[config.mk]
export PLATFORM = sky130hd
export DESIGN_NAME = npcs_ctrl
export DESIGN_NICKNAME = d
export VERILOG_FILES = /design/src/rtl/core/npcs_pkg.sv /design/src/rtl/core/npcs_ctrl.sv
export SDC_FILE = /design/constraint.sdc
export NUM_CORES = 1
export LEC_CHECK = 0
export ABC_AREA = 0
export BUFFER_PORTS_ARGS = -buffer_cell sky130_fd_sc_hd__buf_2
export CORE_MARGIN = 1
export CORE_UTILIZATION = 49
export DETAILED_ROUTE_END_ITERATION = 7
export PLACE_DENSITY = 0.76
export SLEW_MARGIN = 20
export SYNTH_ARGS = -nofsm -noshare
export SYNTH_HDL_FRONTEND = slang
export SYNTH_SLANG_ARGS = --single-unit
export TNS_END_PERCENT = 30
[constraint.sdc]
create_clock -name clk -period 1.65 [get_ports clk]
set_input_delay 0.33 -clock clk [delete_from_list [all_inputs] [get_ports clk]]
set_output_delay 0.33 -clock clk [all_outputs]
set_load 0.02 [all_outputs]
[src/rtl/core/npcs_pkg.sv]
// Package for the nearest palette color search block.
// Holds the palette size, derived widths, request codes and the controller/datapath types.
// No dependencies.
`default_nettype none

package npcs_pkg;

  localparam int ENTRIES    = 256;
  localparam int IDX_W      = (ENTRIES > 1) ? $clog2(ENTRIES) : 1;
  localparam int CHAN_W     = 8;
  localparam int SLOT_W     = 8;
  localparam int DIST_W     = 10;
  localparam int DIST_START = 256 * 3;
  localparam int CMP_W      = ((IDX_W > SLOT_W) ? IDX_W : SLOT_W) + 1;

  localparam logic REQ_WRITE = 1'b0;
  localparam logic REQ_QUERY = 1'b1;

  typedef logic [IDX_W-1:0]  idx_t;
  typedef logic [CHAN_W-1:0] chan_t;
  typedef logic [DIST_W-1:0] dist_t;

  typedef struct packed {
    logic wr_en;
    logic load_query;
    logic rd_en;
    idx_t rd_addr;
    logic out_load;
    logic out_is_query;
  } npcs_cmd_t;

  typedef struct packed {
    logic out_free;
  } npcs_sts_t;

endpackage

`default_nettype wire

[src/rtl/core/npcs_ctrl.sv]
// Controller: accepts requests, sequences the palette scan and hands the
// result to the output register. Depends on npcs_pkg.
`default_nettype none

module npcs_ctrl (
  input  wire logic                clk,
  input  wire logic                rst,
  input  wire logic                req_valid,
  input  wire logic                req_type,
  output      logic                req_ready,
  output      npcs_pkg::npcs_cmd_t cmd,
  input  wire npcs_pkg::npcs_sts_t sts
);
  import npcs_pkg::*;

  typedef enum logic [1:0] {
    S_IDLE,
    S_SCAN,
    S_FLUSH,
    S_FINISH
  } state_t;

  state_t state;
  idx_t   cnt;
  logic   is_query;
  logic   accept;
  logic   scan_last;

  assign req_ready = (state == S_IDLE);
  assign accept    = req_valid && req_ready;
  assign scan_last = (cnt == IDX_W'(ENTRIES - 1));

  always_comb begin
    cmd              = '0;
    cmd.wr_en        = accept && (req_type == REQ_WRITE);
    cmd.load_query   = accept && (req_type == REQ_QUERY);
    cmd.rd_en        = (state == S_SCAN);
    cmd.rd_addr      = cnt;
    cmd.out_load     = (state == S_FINISH) && sts.out_free;
    cmd.out_is_query = is_query;
  end

  always_ff @(posedge clk) begin
    if (rst) begin
      state    <= S_IDLE;
      cnt      <= '0;
      is_query <= 1'b0;
    end else begin
      unique case (state)
        S_IDLE: begin
          cnt <= '0;
          if (accept) begin
            is_query <= (req_type == REQ_QUERY);
            state    <= (req_type == REQ_QUERY) ? S_SCAN : S_FINISH;
          end
        end
        S_SCAN: begin
          cnt <= cnt + 1'b1;
          if (scan_last) begin
            state <= S_FLUSH;
          end
        end
        S_FLUSH: begin
          state <= S_FINISH;
        end
        S_FINISH: begin
          if (sts.out_free) begin
            state <= S_IDLE;
          end
        end
        default: begin
          state <= S_IDLE;
        end
      endcase
    end
  end

endmodule

`default_nettype wire

==> results.toml <==
[route]
drtAntennaViolNets = 0
via_count = 674
drtPass1Iterations = 4
drc = 0
wl_um = 1500
drtIter0Drc = 22
wl_per_cell_um = 13.1
drt-vias-per-instance = 5.86

[clocking]
insertion_delay_ps = 280
cts_setup_buffers = 0
cts_hold_buf = 0
cts_root_buf = "clkbuf_4"
clock_path_buffers = 2
tritoncts = "done"
post_cts_resized = 3
cts_max_level = 1
clock_sinks = 11
numCtsBuffers = 3
clk_pin_slew_ps = 80

[pwr]
cellPowerDensity_nw_per_um2 = 1460
vdd_drop_max_uv = 752
power.total_mw = 1.19
power_leakage_nw = 0.357
p_int_mw = 0.680
swShare = 0.427
seqPwrFrac = 0.297
p_switching_mw = 0.506
power_frac_clock = 0.165
comb_power_share = 0.538

[grt]
use_met2 = 0.392
busiest_layer = "met2"
grt_pass1_wl_um = 2420
grt.overflow.total = 0
first_global_vias = 590
grt_max_degree = 14
met1_usage = 0.296
grt_use_total = 0.239
antenna_found_initial = 0
use_met3 = 0.0694

[sta]
fin_crit_ps = 1610
final.period_utilization = 0.977
clock_skew_ps = 4.70
slew_violations = 0
max_slew_margin = 0.791
hold_violations = 0
fmax_mhz = 620
setup_viol = 0
worst_pin_slew_ps = 312

[hold_path]
hold_class = "input pin to register"

[logic_synthesis]
synth_ff_type = "dfxtp_1"
synth_area_per_cell_um2 = 8.30
synth_area_um2 = 664
synth_area_leader_cell = "dfxtp_1"
yosysWarnings = 0
synth_edf_count = 0
synth_area_leaders = "dfxtp_1 33%, ha_1 9.4%, nor2_1 6.2%"
async_flop_share = 0
synth_cell_types = 30
synth_seq_cells = 11
synth_fp_nets = 90
seq_area_frac_synth = 0.331
yosys.area.top_type_share = 0.331
synth_cells = 80
synth.cells.most_frequent = "11 x dfxtp_1, 11 x nor2_1, 7 x a21oi_1"

[floorplan]
io_pins = 19
dieArea_um2 = 1510
fp-row-count = 12
die_w_um = 38.8
start_util = 0.560
core_um2 = 1190
die_y_um = 38.8

[place]
numPortBuffers = 18
placed_area_um2 = 764
gp_congestion = 0.798
dpl.hpwl_um = 1070

[setup_path]
startpoint_type = "register"
cp.arrival_ps = 1280
crit_path_end_kind = "output pin"
critical_path_class = "register to output pin"
worstPathMaxFanout = 13
worstPathRequired_ps = 1320

[finish]
n_antenna_cell = 0
fill_cells = 103
design_area_um2 = 810
area_growth_pct = 21.8
nets = 112
drive_gt1_frac = 0.347
final_core_util = 0.682

[run_status]
outcome = "complete, no violations"

[flow_run]
drv_cap = 0
[kinds of logic after synthesis]
logic type / synth area share
AND/OR/NAND/NOR: 0.283
AO/OA/AOI/OAI: 0.203
flip-flops: 0.331
buffers and inverters: 0.0734
adder cells (fa/ha/maj): 0.0942
multiplexers: 0.0151
[power by group through the flow]
stage	Clock (mW)	Sequential, mW	Combinational [mW]
6_report	0.196	0.352	0.638
5_1_grt	0.212	0.358	0.710
4_1_cts	0.196	0.344	0.607
3_5_place_dp	0	0.347	0.592
3_3_place_gp	0	0.342	0.575
2_1_floorplan	0	0.349	0.451
[metrics by stage]
stage / TNS, ps / hold slack [ps] / setup WS (ps) / cells
finish: 0 / 379 / 38.0 / 115
detailed placement: 0 / 494 / 117 / 111
CTS: 0 / 378 / 5.51 / 115
floorplan: 0 / 458 / 79.4 / 80
global route: -25.5 / 392 / -18.6 / 115
global placement: 0 / 476 / 177 / 111
[registers in the layout (all words and copies together) (netlist names)]
signal    count
cnt           8
is_query      1
state         2
[layout make-up]
| class | count | area [um2] | share of cell area |
|---|---|---|---|
| clock buffers | 3 | 22.5 | 0.0278 |
| clock inverters | 1 | 5.00 | 0.00618 |
| inverters | 5 | 18.8 | 0.0232 |
| multi-input cells | 60 | 410 | 0.507 |
| flip-flops and latches | 11 | 223 | 0.275 |
| well taps | 14 | 17.5 | 0.0216 |
| repair buffers | 21 | 113 | 0.139 |
[cell usage in the layout, fill, tap and decap left out, types with 2 or more instances in the layout]
cell type / instances
buf_2: 18
nor2_1: 11
dfxtp_1: 9
a21oi_1: 7
nand3_1: 5
inv_1: 4
o21ai_0: 4
nor2b_1: 3
ha_1: 3
clkbuf_4: 3
buf_4: 3
nand2_1: 2
nor3b_1: 2
nor3_1: 2
nand3b_1: 2
a311oi_1: 2
a211oi_1: 2
dfxtp_2: 2
[worst max-delay path, cell delays in order, from the launching register on]
cell and delay [ps]:
dfxtp_2 340, inv_1 120, ha_2 330, buf_2 210
[path summary, 6_finish.rpt]
kind                            cells past startpoint  slack [ps]  endpoint     start
worst max-delay path                                3          40   cmd[10]  state[1]
worst min-delay path                                2         380    cnt[4]       rst
worst max register to register                      6         170    cnt[7]  state[1]
worst min register to register                      2         510  is_query  is_query
[layer usage]
metal	wire length [um]	share of wire
met1	667	0.44
met2	693	0.46
met3	128	0.085
met4	14	0.0093
met5	0	0
Power figures use the tool's default switching activity.
